--- src/rtl/ptst_pkg.sv ---
// Shared constants, codes and control types for the timer slot table.
// No dependencies; imported by the interfaces and every module of the block.
`timescale 1ns / 1ps

package ptst_pkg;

    // Table geometry
    localparam int SLOTS        = 8;
    localparam int PERIOD_WIDTH = 16;
    localparam int SLOT_W       = (SLOTS > 1) ? $clog2(SLOTS) : 1;

    // Fixed field widths
    localparam int ACTION_W  = 2;
    localparam int TICKS_W   = 16;
    localparam int TAG_W     = 8;
    localparam int INDEX_W   = 8;
    localparam int KIND_W    = 2;
    localparam int SLOTNUM_W = 3;

    // Helper widths for extend-then-select
    localparam int SLOT_EXT_W   = (SLOT_W > SLOTNUM_W) ? SLOT_W : SLOTNUM_W;
    localparam int PERIOD_EXT_W = (PERIOD_WIDTH > TICKS_W) ? PERIOD_WIDTH : TICKS_W;

    // Request actions
    localparam logic [ACTION_W-1:0] ACT_REGISTER   = 2'd0;
    localparam logic [ACTION_W-1:0] ACT_UNREGISTER = 2'd1;
    localparam logic [ACTION_W-1:0] ACT_TICK       = 2'd2;

    // Result kinds
    localparam logic [KIND_W-1:0] KIND_REG   = 2'd0;
    localparam logic [KIND_W-1:0] KIND_UNREG = 2'd1;
    localparam logic [KIND_W-1:0] KIND_FIRE  = 2'd2;
    localparam logic [KIND_W-1:0] KIND_DONE  = 2'd3;

    // Controller states
    typedef enum logic [2:0] {
        ST_IDLE,
        ST_DISPATCH,
        ST_EXEC,
        ST_SCAN,
        ST_DONE
    } ptst_state_t;

    // Controller to datapath
    typedef struct packed {
        logic latch;      // capture the accepted request
        logic exec;       // perform register / unregister and load the reply
        logic scan_step;  // process the slot under the scan pointer
        logic emit_done;  // load the tick-done result
    } ptst_cmd_t;

    // Datapath to controller
    typedef struct packed {
        logic [ACTION_W-1:0] action;     // latched action
        logic                out_free;   // result register can take a value
        logic                scan_fire;  // current slot fires on this tick
        logic                scan_last;  // scan pointer on the last slot
    } ptst_sts_t;

    // Slot index to the 3-bit result field (low bits kept)
    function automatic logic [SLOTNUM_W-1:0] slot_num(input logic [SLOT_W-1:0] idx);
        logic [SLOT_EXT_W-1:0] ext;
        ext = SLOT_EXT_W'(idx);
        return ext[SLOTNUM_W-1:0];
    endfunction

endpackage

--- src/rtl/ptst_if.sv ---
// Valid/ready channel interfaces for requests and results of the timer slot table.
// Depends on ptst_pkg for field widths.
`timescale 1ns / 1ps

interface ptst_req_if
    import ptst_pkg::*;
();
    logic                valid;
    logic                ready;
    logic [ACTION_W-1:0] action;
    logic [TICKS_W-1:0]  period_ticks;
    logic                repeat_mode;
    logic [TAG_W-1:0]    event_tag;
    logic [INDEX_W-1:0]  slot_index;

    modport source (
        output valid, action, period_ticks, repeat_mode, event_tag, slot_index,
        input  ready
    );
    modport sink (
        input  valid, action, period_ticks, repeat_mode, event_tag, slot_index,
        output ready
    );
endinterface

interface ptst_rsp_if
    import ptst_pkg::*;
();
    logic                 valid;
    logic                 ready;
    logic [KIND_W-1:0]    result_kind;
    logic [SLOTNUM_W-1:0] slot_number;
    logic                 success;
    logic [TAG_W-1:0]     fired_tag;
    logic                 last_of_run;

    modport source (
        output valid, result_kind, slot_number, success, fired_tag, last_of_run,
        input  ready
    );
    modport sink (
        input  valid, result_kind, slot_number, success, fired_tag, last_of_run,
        output ready
    );
endinterface

--- src/rtl/ptst_ctrl.sv ---
// Sequencing state machine for the timer slot table.
// Depends on ptst_pkg; drives ptst_dp through ptst_cmd_t and reads ptst_sts_t.
`timescale 1ns / 1ps

module ptst_ctrl
    import ptst_pkg::*;
(
    input  logic      clk,
    input  logic      rst_n,
    input  logic      req_valid,
    output logic      req_ready,
    input  ptst_sts_t sts,
    output ptst_cmd_t cmd
);

    ptst_state_t state_reg;
    ptst_state_t state_next;

    // State register
    always_ff @(posedge clk or negedge rst_n)
    begin
        if (!rst_n)
        begin
            state_reg <= ST_IDLE;
        end
        else
        begin
            state_reg <= state_next;
        end
    end

    // Next state and commands
    always_comb
    begin
        state_next = state_reg;
        cmd        = '0;
        req_ready  = 1'b0;
        case (state_reg)
            ST_IDLE:
            begin
                req_ready = 1'b1;
                if (req_valid)
                begin
                    cmd.latch  = 1'b1;
                    state_next = ST_DISPATCH;
                end
            end
            ST_DISPATCH:
            begin
                case (sts.action)
                    ACT_REGISTER:   state_next = ST_EXEC;
                    ACT_UNREGISTER: state_next = ST_EXEC;
                    ACT_TICK:       state_next = ST_SCAN;
                    default:        state_next = ST_IDLE;  // unknown action: no result
                endcase
            end
            ST_EXEC:
            begin
                if (sts.out_free)
                begin
                    cmd.exec   = 1'b1;
                    state_next = ST_IDLE;
                end
            end
            ST_SCAN:
            begin
                // a firing slot waits for room in the result register
                if (!sts.scan_fire || sts.out_free)
                begin
                    cmd.scan_step = 1'b1;
                    if (sts.scan_last)
                    begin
                        state_next = ST_DONE;
                    end
                end
            end
            ST_DONE:
            begin
                if (sts.out_free)
                begin
                    cmd.emit_done = 1'b1;
                    state_next    = ST_IDLE;
                end
            end
            default:
            begin
                state_next = ST_IDLE;
            end
        endcase
    end

endmodule

--- src/rtl/ptst_dp.sv ---
// Slot storage, scan pointer, request capture and result register.
// Depends on ptst_pkg; commanded by ptst_ctrl.
`timescale 1ns / 1ps

module ptst_dp
    import ptst_pkg::*;
(
    input  logic                 clk,
    input  logic                 rst_n,
    input  ptst_cmd_t            cmd,
    output ptst_sts_t            sts,
    // captured request fields
    input  logic [ACTION_W-1:0]  action,
    input  logic [TICKS_W-1:0]   period_ticks,
    input  logic                 repeat_mode,
    input  logic [TAG_W-1:0]     event_tag,
    input  logic [INDEX_W-1:0]   slot_index,
    // result channel
    output logic                 rsp_valid,
    input  logic                 rsp_ready,
    output logic [KIND_W-1:0]    result_kind,
    output logic [SLOTNUM_W-1:0] slot_number,
    output logic                 success,
    output logic [TAG_W-1:0]     fired_tag,
    output logic                 last_of_run
);

    // Captured request
    logic [ACTION_W-1:0] act_reg;
    logic [TICKS_W-1:0]  period_reg;
    logic                rep_reg;
    logic [TAG_W-1:0]    tag_reg;
    logic [INDEX_W-1:0]  idx_reg;

    // Slot storage; only busy entries are ever read
    logic [SLOTS-1:0]        busy_reg;
    logic [SLOTS-1:0]        busy_next;
    logic [PERIOD_WIDTH-1:0] per_mem [SLOTS];
    logic [PERIOD_WIDTH-1:0] cnt_mem [SLOTS];
    logic                    rep_mem [SLOTS];
    logic [TAG_W-1:0]        tag_mem [SLOTS];

    // Scan pointer
    logic [SLOT_W-1:0] scan_reg;
    logic [SLOT_W-1:0] scan_next;

    // Result register
    logic                 rsp_valid_reg;
    logic                 rsp_valid_next;
    logic [KIND_W-1:0]    kind_reg;
    logic [KIND_W-1:0]    kind_next;
    logic [SLOTNUM_W-1:0] slot_reg;
    logic [SLOTNUM_W-1:0] slot_next;
    logic                 ok_reg;
    logic                 ok_next;
    logic [TAG_W-1:0]     ftag_reg;
    logic [TAG_W-1:0]     ftag_next;
    logic                 last_reg;
    logic                 last_next;

    // Decode helpers
    logic                    free_found;
    logic [SLOT_W-1:0]       free_idx;
    logic [PERIOD_EXT_W-1:0] per_ext;
    logic [PERIOD_WIDTH-1:0] per_mask;
    logic [PERIOD_WIDTH-1:0] per_eff;
    logic                    do_reg;
    logic                    do_unreg;
    logic                    idx_in_range;
    logic [SLOT_W-1:0]       unreg_slot;
    logic                    unreg_busy;
    logic                    cur_busy;
    logic [PERIOD_WIDTH-1:0] cur_dec;
    logic                    cur_fire;
    logic                    cur_last;
    logic                    out_free;
    logic                    load;
    logic                    cnt_we;
    logic [SLOT_W-1:0]       cnt_addr;
    logic [PERIOD_WIDTH-1:0] cnt_wdata;

    // Request capture
    always_ff @(posedge clk)
    begin
        if (cmd.latch)
        begin
            act_reg    <= action;
            period_reg <= period_ticks;
            rep_reg    <= repeat_mode;
            tag_reg    <= event_tag;
            idx_reg    <= slot_index;
        end
    end

    // Lowest free slot
    always_comb
    begin
        free_found = 1'b0;
        free_idx   = '0;
        for (int i = SLOTS - 1; i >= 0; i--)
        begin
            if (!busy_reg[i])
            begin
                free_found = 1'b1;
                free_idx   = SLOT_W'(i);
            end
        end
    end

    // Period masked to the stored width, zero promoted to one
    always_comb
    begin
        per_ext  = PERIOD_EXT_W'(period_reg);
        per_mask = per_ext[PERIOD_WIDTH-1:0];
        per_eff  = (per_mask == '0) ? PERIOD_WIDTH'(1) : per_mask;
    end

    // Register / unregister decode
    assign do_reg       = cmd.exec && (act_reg == ACT_REGISTER);
    assign do_unreg     = cmd.exec && (act_reg == ACT_UNREGISTER);
    assign idx_in_range = (idx_reg < INDEX_W'(SLOTS));
    assign unreg_slot   = idx_reg[SLOT_W-1:0];
    assign unreg_busy   = idx_in_range && busy_reg[unreg_slot];

    // Slot under the scan pointer
    assign cur_busy = busy_reg[scan_reg];
    assign cur_dec  = cnt_mem[scan_reg] - PERIOD_WIDTH'(1);
    assign cur_fire = cur_busy && (cur_dec == '0);
    assign cur_last = (scan_reg == SLOT_W'(SLOTS - 1));

    assign out_free = !rsp_valid_reg || rsp_ready;

    // Busy flags
    always_comb
    begin
        busy_next = busy_reg;
        if (do_reg && free_found)
        begin
            busy_next[free_idx] = 1'b1;
        end
        if (do_unreg && idx_in_range)
        begin
            busy_next[unreg_slot] = 1'b0;
        end
        if (cmd.scan_step && cur_fire && !rep_mem[scan_reg])
        begin
            busy_next[scan_reg] = 1'b0;
        end
    end

    always_ff @(posedge clk or negedge rst_n)
    begin
        if (!rst_n)
        begin
            busy_reg <= '0;
        end
        else
        begin
            busy_reg <= busy_next;
        end
    end

    // Counter write port: load on register, decrement or reload on scan
    always_comb
    begin
        cnt_we    = 1'b0;
        cnt_addr  = scan_reg;
        cnt_wdata = cur_dec;
        if (do_reg && free_found)
        begin
            cnt_we    = 1'b1;
            cnt_addr  = free_idx;
            cnt_wdata = per_eff;
        end
        else if (cmd.scan_step && cur_busy)
        begin
            cnt_we    = 1'b1;
            cnt_wdata = cur_fire ? per_mem[scan_reg] : cur_dec;
        end
    end

    // Slot arrays
    always_ff @(posedge clk)
    begin
        if (do_reg && free_found)
        begin
            per_mem[free_idx] <= per_eff;
            rep_mem[free_idx] <= rep_reg;
            tag_mem[free_idx] <= tag_reg;
        end
        if (cnt_we)
        begin
            cnt_mem[cnt_addr] <= cnt_wdata;
        end
    end

    // Scan pointer: cleared on capture, one slot per step
    always_comb
    begin
        scan_next = scan_reg;
        if (cmd.latch)
        begin
            scan_next = '0;
        end
        else if (cmd.scan_step && !cur_last)
        begin
            scan_next = scan_reg + SLOT_W'(1);
        end
    end

    always_ff @(posedge clk or negedge rst_n)
    begin
        if (!rst_n)
        begin
            scan_reg <= '0;
        end
        else
        begin
            scan_reg <= scan_next;
        end
    end

    // Result payload select
    always_comb
    begin
        load      = 1'b1;
        kind_next = KIND_DONE;
        slot_next = '0;
        ok_next   = 1'b1;
        ftag_next = '0;
        last_next = 1'b1;
        if (do_reg)
        begin
            kind_next = KIND_REG;
            slot_next = free_found ? slot_num(free_idx) : '0;
            ok_next   = free_found;
        end
        else if (do_unreg)
        begin
            kind_next = KIND_UNREG;
            slot_next = idx_in_range ? idx_reg[SLOTNUM_W-1:0] : '0;
            ok_next   = unreg_busy;
        end
        else if (cmd.scan_step && cur_fire)
        begin
            kind_next = KIND_FIRE;
            slot_next = slot_num(scan_reg);
            ftag_next = tag_mem[scan_reg];
            last_next = 1'b0;
        end
        else if (!cmd.emit_done)
        begin
            load = 1'b0;
        end
    end

    always_comb
    begin
        rsp_valid_next = rsp_valid_reg;
        if (load)
        begin
            rsp_valid_next = 1'b1;
        end
        else if (rsp_ready)
        begin
            rsp_valid_next = 1'b0;
        end
    end

    always_ff @(posedge clk or negedge rst_n)
    begin
        if (!rst_n)
        begin
            rsp_valid_reg <= 1'b0;
        end
        else
        begin
            rsp_valid_reg <= rsp_valid_next;
        end
    end

    always_ff @(posedge clk)
    begin
        if (load)
        begin
            kind_reg <= kind_next;
            slot_reg <= slot_next;
            ok_reg   <= ok_next;
            ftag_reg <= ftag_next;
            last_reg <= last_next;
        end
    end

    // Outputs and status
    assign rsp_valid   = rsp_valid_reg;
    assign result_kind = kind_reg;
    assign slot_number = slot_reg;
    assign success     = ok_reg;
    assign fired_tag   = ftag_reg;
    assign last_of_run = last_reg;

    assign sts.action    = act_reg;
    assign sts.out_free  = out_free;
    assign sts.scan_fire = cur_fire;
    assign sts.scan_last = cur_last;

endmodule

--- src/rtl/periodic_timer_slot_table.sv ---
// Top level of the timer slot table: controller plus datapath.
// Depends on ptst_pkg, ptst_if, ptst_ctrl and ptst_dp.
//
//  Port  | Dir | Carries
//  ------+-----+----------------------------------------------------------
//  req   | in  | action, period_ticks, repeat_mode, event_tag, slot_index
//  rsp   | out | result_kind, slot_number, success, fired_tag, last_of_run
//
// One request at a time. Register and unregister go through dispatch and
// execute before the next accept; an unknown action leaves after dispatch.
// A tick scans one slot per cycle, unless stalled, through the counter array.
// Each result sits in one output register, so a stalled result consumer holds
// the scan on a firing slot until that register frees up.
// Reset clears the busy flags at once; no clearing pass is needed.
`timescale 1ns / 1ps

module periodic_timer_slot_table
    import ptst_pkg::*;
(
    input logic        clk,
    input logic        rst_n,
    ptst_req_if.sink   req,
    ptst_rsp_if.source rsp
);

    ptst_cmd_t cmd;
    ptst_sts_t sts;

    ptst_ctrl u_ctrl (
        .clk       (clk),
        .rst_n     (rst_n),
        .req_valid (req.valid),
        .req_ready (req.ready),
        .sts       (sts),
        .cmd       (cmd)
    );

    ptst_dp u_dp (
        .clk          (clk),
        .rst_n        (rst_n),
        .cmd          (cmd),
        .sts          (sts),
        .action       (req.action),
        .period_ticks (req.period_ticks),
        .repeat_mode  (req.repeat_mode),
        .event_tag    (req.event_tag),
        .slot_index   (req.slot_index),
        .rsp_valid    (rsp.valid),
        .rsp_ready    (rsp.ready),
        .result_kind  (rsp.result_kind),
        .slot_number  (rsp.slot_number),
        .success      (rsp.success),
        .fired_tag    (rsp.fired_tag),
        .last_of_run  (rsp.last_of_run)
    );

endmodule

--- src/flat_wrapper.sv ---
// flat-port wrapper written by rule: the top's interface ports become plain ports
module periodic_timer_slot_table_flat import ptst_pkg::*;
  (clk, rst_n, req_valid, req_action, req_period_ticks, req_repeat_mode, req_event_tag, req_slot_index, req_ready, rsp_valid, rsp_result_kind, rsp_slot_number, rsp_success, rsp_fired_tag, rsp_last_of_run, rsp_ready);
  ptst_req_if req_i ();
  ptst_rsp_if rsp_i ();
  input logic clk;
  input logic rst_n;
  input wire logic [$bits(req_i.valid)-1:0] req_valid;
  input wire logic [$bits(req_i.action)-1:0] req_action;
  input wire logic [$bits(req_i.period_ticks)-1:0] req_period_ticks;
  input wire logic [$bits(req_i.repeat_mode)-1:0] req_repeat_mode;
  input wire logic [$bits(req_i.event_tag)-1:0] req_event_tag;
  input wire logic [$bits(req_i.slot_index)-1:0] req_slot_index;
  output wire logic [$bits(req_i.ready)-1:0] req_ready;
  output wire logic [$bits(rsp_i.valid)-1:0] rsp_valid;
  output wire logic [$bits(rsp_i.result_kind)-1:0] rsp_result_kind;
  output wire logic [$bits(rsp_i.slot_number)-1:0] rsp_slot_number;
  output wire logic [$bits(rsp_i.success)-1:0] rsp_success;
  output wire logic [$bits(rsp_i.fired_tag)-1:0] rsp_fired_tag;
  output wire logic [$bits(rsp_i.last_of_run)-1:0] rsp_last_of_run;
  input wire logic [$bits(rsp_i.ready)-1:0] rsp_ready;
  assign req_i.valid = req_valid;
  assign req_i.action = req_action;
  assign req_i.period_ticks = req_period_ticks;
  assign req_i.repeat_mode = req_repeat_mode;
  assign req_i.event_tag = req_event_tag;
  assign req_i.slot_index = req_slot_index;
  assign req_ready = req_i.ready;
  assign rsp_valid = rsp_i.valid;
  assign rsp_result_kind = rsp_i.result_kind;
  assign rsp_slot_number = rsp_i.slot_number;
  assign rsp_success = rsp_i.success;
  assign rsp_fired_tag = rsp_i.fired_tag;
  assign rsp_last_of_run = rsp_i.last_of_run;
  assign rsp_i.ready = rsp_ready;
  periodic_timer_slot_table u_core (.clk(clk), .rst_n(rst_n), .req(req_i), .rsp(rsp_i));
endmodule
--- config.mk ---
export PLATFORM = sky130hd
export DESIGN_NAME = periodic_timer_slot_table_flat
export DESIGN_NICKNAME = d
export VERILOG_FILES = /design/src/rtl/ptst_pkg.sv /design/src/rtl/ptst_if.sv /design/src/rtl/ptst_ctrl.sv /design/src/rtl/ptst_dp.sv /design/src/rtl/periodic_timer_slot_table.sv /design/src/flat_wrapper.sv
export SDC_FILE = /design/constraint.sdc
export NUM_CORES = 1
export LEC_CHECK = 0
export ABC_CLOCK_PERIOD_IN_PS = 6390
export BUFFER_PORTS_ARGS = -buffer_cell sky130_fd_sc_hd__clkbuf_2
export CAP_MARGIN = 10
export CORE_MARGIN = 3
export CORE_UTILIZATION = 45
export CTS_BUF_LIST = sky130_fd_sc_hd__clkbuf_8
export CTS_CLUSTER_SIZE = 12
export DETAILED_ROUTE_END_ITERATION = 10
export GPL_TIMING_DRIVEN = 1
export PLACE_DENSITY = 0.57
export SLEW_MARGIN = 20
export SYNTH_ARGS = -nofsm -noshare
export SYNTH_HDL_FRONTEND = slang
export SYNTH_SLANG_ARGS = --single-unit
--- constraint.sdc ---
create_clock -name clk -period 6.39 [get_ports clk]
set_clock_uncertainty 0.15 [all_clocks]
set_input_delay 0.639 -clock clk [delete_from_list [all_inputs] [get_ports clk]]
set_output_delay 0.639 -clock clk [all_outputs]
set_load 0.01 [all_outputs]
==> run_results.csv, run 1 <==
group,metric,value,unit
cells_and_area,finish.net_count,1097,
global_routing,grt.overflow.total,0,
critical_path,ff2ff_path_depth,11,
timing,hold_viol,0,
critical_path,cp-end-kind,"flip-flop",
route,vias,8930,
timing,max_slew.worst_pin.slew,1040,ps
synthesis,yosysTopAreaCellShare,0.728,
critical_path,required,6570,ps
synthesis,synth_area_leaders,"edfxtp_1, mux4_2, a22oi_1",
floorplan,die_h,192,um
run,maxCapViolations,0,
critical_path,regToRegSetupSlack,1350,ps
route,drt-initial-drc-count,825,
synthesis,synthCells,939,
floorplan,die_width,192,um
synthesis,yosys_register_bits,393,
synthesis,ys_types,64,
cells_and_area,top_regs,"u_core.u_dp.cnt_mem (128), u_core.u_dp.per_mem (128), u_core.u_dp.tag_mem (64)",
floorplan,rows,67,
placed_design,dpl.hpwl,22400,um
synthesis,yosysMostFrequentCell,"edfxtp_1",
global_routing,grt_pass1_wl,57100,um
timing,finalMaxSlewViolations,0,
power,total_power,6.87,mW
synthesis,synthFlopType,"edfxtp_1",
floorplan,core,33900,sq um
critical_path,cp.arrival,5230,ps
critical_path,cp-start-kind,"flip-flop",
synthesis,synth_edf_count,378,
synthesis,syn_avg_cell_area,16.6,sq um
clock_network,root_buffer,"clkbuf_8",
floorplan,fp.dieArea,36900,sq um
route,drc_errors,0,
timing,min_period,5040,ps
global_routing,grt_max_degree,53,
synthesis,yosys-top-cells-count,"edfxtp_1, a22oi_1, nor2_1",
clock_network,clkSinkCount,393,
synthesis,seq_area_frac_synth,0.752,
global_routing,antenna_found_initial,0,
global_routing,gr-usage-all-layers,0.211,
clock_network,clk_pin_slew,60,ps
placed_design,gp_congestion,0.829,
floorplan,ioPinCount,56,
route,wl_per_cell,24.9,um
global_routing,grt_pass1_vias,8882,
min_path,whs_path_depth,1,
critical_path,r2r_end,"u_core.u_dp.cnt_mem[0][3]",
route,drt_pre_antenna_iters,5,
synthesis,synth_top_area_cell,"edfxtp_1",
synthesis,yosysWarnings,0,
clock_network,cts_tree,"built",
power,leakage,5.78,nW
timing,relSlewSlack,0.305,
min_path,hp-class,"input pin to flip-flop",
route,wl,38400,um
clock_network,cts_resized,0,
critical_path,startpoint,"u_core.u_dp.scan_reg[0]",
timing,timing.fmax,0.198,GHz
clock_network,clk_latency,640,ps
run_status,status,"finished, final reports clean",
timing,final.setup.tns,0,ps
critical_path,crit_end,"u_core.u_dp.cnt_mem[0][3]",
critical_path,timing.rr.start,"u_core.u_dp.scan_reg[0]",
timing,setup_violations,0,
critical_path,critical_path_class,"flip-flop to flip-flop",
power,peakVddDrop,0.193,mV
critical_path,crit_path_max_fanout,28,
cells_and_area,syn_to_final_growth,14.1,%
clock_network,post_cts.repair.setup_buffers,0,
timing,fin_crit_sh,0.789,
timing,rsz0062_at_grt,"false",
route,ant_nets,0,
clock_network,clockBufferDepth,3,
cells_and_area,drive_gt1_frac,0.209,
synthesis,syn_nets,982,
clock_network,cts_buffers,61,
cells_and_area,final_cells,1542,
synthesis,netlist_area,15600,sq um
placed_design,dp.cells,1415,
synthesis,synthArstFlopShare,0.0382,
clock_network,h-tree-depth,2,
clock_network,holdBufCountCts,24,
route,vias_per_cell,5.79,
power,p_per_area,386,nW/um^2
cells_and_area,diodes,0,
placed_design,port_buffers,55,
floorplan,start_util,0.460,
==> per-stage QoR <==
| step | hold slack, ps | worst slack [ps] | utilization | instance area [sq um] |
|---|---|---|---|---|
| after detailed placement | 443 | 1270 | 0.487 | 16500 |
| after floorplan | 193 | 2020 | - | 15600 |
| after global routing | 4.49 | 797 | 0.525 | 17800 |
| final | 38.5 | 1350 | 0.525 | 17800 |
| after CTS | 0.469 | 1260 | 0.525 | 17800 |
| after global placement | 430 | 1420 | 0.487 | 16500 |
==> metal layers <==
layer / part of all wire / wire length, um / vias up / track usage
li1: - / - / 3998 / -
met1: 0.44 / 16900 / 4533 / 0.303
met2: 0.46 / 17900 / 337 / 0.322
met3: 0.070 / 2700 / 62 / 0.0489
met4: 0.024 / 932 / 0 / 0.0656
met5: 0 / 0 / - / 0
==> how the worst min path moves through the flow <==
stage,startpoint,endpoint,slack (ps)
6_report,req_period_ticks[6],u_core.u_dp.per_ext[6],40
5_1_grt,req_period_ticks[6],u_core.u_dp.per_ext[6],4
3_3_place_gp,u_core.u_dp.tag_reg[1],u_core.u_dp.tag_mem[5][1],430
2_1_floorplan,rst_n,u_core.u_ctrl.state_reg[0],190
4_1_cts,req_slot_index[3],u_core.u_dp.idx_reg[3],0.5
3_5_place_dp,rst_n,u_core.u_dp.busy_reg[6],440
==> power by group <==
group          switching [mW]  total, mW  internal, mW
clock network           0.930       1.85         0.917
logic                   0.996       1.54         0.543
registers               0.220       3.49          3.27
total                    2.15       6.87          4.73
==> worst max-delay path, cell delays in order, from the launching register on <==
cell and delay [ps]:
dfrtp_2 950, mux4_2 630, mux2i_4 240, ha_1 230, nand3_1 190, or4b_1 560
o211ai_1 130, and4_1 230, and4_1 560, buf_4 290, nand2_1 70, a31oi_1 520
==> final cells by class <==
type | count | area [sq um]
tap | 448 | 561
fill | 2786 | 16100
clock inverter | 39 | 166
inverter | 13 | 48.8
multi-input combinational | 475 | 3650
sequential | 393 | 11700
clock buffer | 64 | 881
timing repair buffer | 110 | 761
==> cells in the final DEF (no fill, tap or decap), types with 24 or more instances in the layout <==
master	count
edfxtp_1	378
a22oi_1	75
clkbuf_8	64
nor2_1	56
clkbuf_2	55
a21oi_1	41
nand2_1	37
buf_4	30
inv_1	28
mux4_2	26
mux2i_1	26
dlygate4sd3_1	24
==> cells by family after synthesis <==
logic type	Yosys count	share of synthesized area
flops	393	0.752
compound gates	199	0.0889
simple gates	192	0.0604
buf+inv	71	0.0201
mux	67	0.0681
xor+xnor	13	0.00730
fa+ha+maj	4	0.00321
Power figures use the tool's default switching activity.
==> run 2: changes to the inputs <==
--- a/config.mk
+++ b/config.mk
@@ -5,7 +5,7 @@
 export SDC_FILE = /design/constraint.sdc
 export NUM_CORES = 1
 export LEC_CHECK = 0
-export ABC_CLOCK_PERIOD_IN_PS = 6390
+export ABC_CLOCK_PERIOD_IN_PS = 4100
 export BUFFER_PORTS_ARGS = -buffer_cell sky130_fd_sc_hd__clkbuf_2
 export CAP_MARGIN = 10
 export CORE_MARGIN = 3
@@ -14,7 +14,7 @@
 export CTS_CLUSTER_SIZE = 12
 export DETAILED_ROUTE_END_ITERATION = 10
 export GPL_TIMING_DRIVEN = 1
-export PLACE_DENSITY = 0.57
+export PLACE_DENSITY = 0.59
 export SLEW_MARGIN = 20
 export SYNTH_ARGS = -nofsm -noshare
 export SYNTH_HDL_FRONTEND = slang
==> constraint.sdc (replaced) <==
create_clock -name clk -period 4.1 [get_ports clk]
set_clock_uncertainty 0.15 [all_clocks]
set_input_delay 0.41 -clock clk [delete_from_list [all_inputs] [get_ports clk]]
set_output_delay 0.41 -clock clk [all_outputs]
set_load 0.01 [all_outputs]
==> run 2 against run 1 <==
  * Non-clock buffer count up 71
  * Critical path type unchanged
  * Clock power up 68%
  * Sequential share of layout area down 3.1 points
  * Global-route usage down 0.19 points
  * Critical endpoint is now u_core.u_dp.cnt_mem[6][3]
  * Wire length down 0.66%
  * Die area unchanged
==> run_results.csv, run 2 (same netlist as run 1, synthesis figures left out) <==
group,metric,value,unit
global_routing,gr-usage-all-layers,0.209,
cells_and_area,layout.area.seq,11700,sq um
floorplan,die_h,192,um
timing,timing.fmax,0.253,GHz
floorplan,ioPinCount,56,
cells_and_area,most-common-layout-cells,"edfxtp_1, buf_4, a22oi_1",
route,vias,9290,
cells_and_area,layout_commonest_cell,"edfxtp_1",
timing,max_slew.worst_pin.slew,961,ps
cells_and_area,finish.net_count,1173,
power,p_per_area,613,nW/um^2
timing,timing.hold.ws,71.9,ps
critical_path,timing.rr.start,"u_core.u_dp.scan_reg[0]",
placed_design,dpl.hpwl,23000,um
floorplan,start_util,0.460,
route,drt_pre_antenna_iters,5,
floorplan,rows,67,
clock_network,root_buffer,"clkbuf_8",
run,maxCapViolations,0,
min_path,min_from,"req_valid",
clock_network,clk_latency,600,ps
critical_path,cp-end-kind,"flip-flop",
cells_and_area,multiInputGateArea,3700,sq um
placed_design,dp.cells,1465,
timing,finalMaxSlewViolations,0,
critical_path,critical_path_class,"flip-flop to flip-flop",
global_routing,grt.overflow.total,0,
critical_path,crit_path_max_fanout,10,
cells_and_area,fill_cells,2695,
timing,relSlewSlack,0.359,
placed_design,port_buffers,55,
critical_path,cp-start-kind,"flip-flop",
critical_path,required,4390,ps
timing,min_period,3950,ps
timing,setup_violations,0,
route,ant_nets,0,
route,drt-initial-drc-count,860,
route,vias_per_cell,5.70,
min_path,hp-class,"input pin to flip-flop",
clock_network,cts_buffers,66,
clock_network,clockBufferDepth,3,
global_routing,globalRouteMet3Util,0.0453,
timing,hold_viol,0,
cells_and_area,final_cells,1629,
power,peakVddDrop,0.284,mV
cells_and_area,top_regs,"u_core.u_dp.cnt_mem (128), u_core.u_dp.per_mem (128), u_core.u_dp.tag_mem (64)",
global_routing,grt_pass1_wl,57000,um
critical_path,cp.arrival,4240,ps
cells_and_area,drive_gt1_frac,0.263,
route,drc_errors,0,
floorplan,core,33900,sq um
power,leakage,6.23,nW
power,total_power,11.4,mW
placed_design,gp_congestion,0.868,
global_routing,grt_max_degree,38,
run_status,status,"finished, final reports clean",
global_routing,grt_use_met2,0.324,
cells_and_area,diodes,0,
global_routing,top_usage_layer,"met2",
clock_network,clk_pin_slew,60,ps
floorplan,die_width,192,um
cells_and_area,fin_util,0.551,
cells_and_area,syn_to_final_growth,19.8,%
clock_network,cts_tree,"built",
global_routing,antenna_found_initial,0,
critical_path,startpoint,"u_core.u_dp.scan_reg[0]",
route,wl,38200,um
clock_network,clkSinkCount,393,
timing,final.setup.tns,0,ps
clock_network,h-tree-depth,3,
route,wl_per_cell,23.4,um
global_routing,met1_usage,0.295,
global_routing,grt_pass1_vias,9372,
floorplan,fp.dieArea,36900,sq um
timing,fin_crit_sh,0.963,
timing,rsz0062_at_grt,"true",
run 2: changes by cell type in the layout (fill, tap and decap cells not counted), sizes merged:
cell	previous run	this run
clkbuf	119	125
inv	31	34
buf	31	89
clkinv	21	28
dlygate4sd3	24	36
clkinvlp	0	1
run 2: report_power, final:
group	total [mW]	switching (mW)	internal [mW]
Combinational	2.98	1.75	1.22
Clock	3.11	1.54	1.57
Sequential	5.36	0.270	5.09
run 2: critical path, cell delays in order, from the launching register on:
cell	delay, ps
dfrtp_4	480
buf_12	140
buf_4	140
mux4_2	440
mux2i_4	210
ha_2	230
nand3_2	120
or4b_1	520
o211ai_1	130
and4_1	240
and4_1	220
buf_6	170
buf_4	140
nand2_1	60
a31oi_2	230
buf_4	180
run 2: layout make-up:
type	instances	area share
tap	448	0.0300
clock buffer	69	0.0509
timing repair buffer	181	0.0780
inverter	13	0.00261
sequential	393	0.628
clock inverter	50	0.0120
multi-input combinational	475	0.198
run 2: per-stage QoR:
stage	area [sq um]	setup slack [ps]
3_5_place_dp	17000	-101
2_1_floorplan	15600	68.3
5_1_grt	18700	-16.3
4_1_cts	18500	3.52
3_3_place_gp	17000	14.7
6_report	18700	152
run 2: path summary, 6_finish.rpt:
check | to | slack [ps] | cells after the start
max reg2reg | u_core.u_dp.cnt_mem[6][3] | 150 | 15
min in group asynchronous | u_core.u_dp.busy_reg[4] | 140 | 2
max in group asynchronous | u_core.u_dp.scan_reg[0] | 3300 | 2
min reg2reg | u_core.u_dp.fired_tag[5] | 450 | 2
max | u_core.u_dp.cnt_mem[6][3] | 150 | 15
min | u_core.u_dp.scan_reg[1] | 70 | 4
run 2: timing repair:
item | CTS | global route
hold buffers | 36 | 0
setup endpoints to repair | 175 | 241
gates cloned | 0 | 0
pin swaps | 0 | 5
hold endpoints to repair | 50 | 0
buffers inserted | 0 | 9
gates resized for setup | 2 | 17
run 2: metal layers:
layer,vias to the layer above,share of wire
li1,4162,-
met1,4692,0.44
met2,368,0.47
met3,68,0.067
met4,0,0.024
met5,-,0
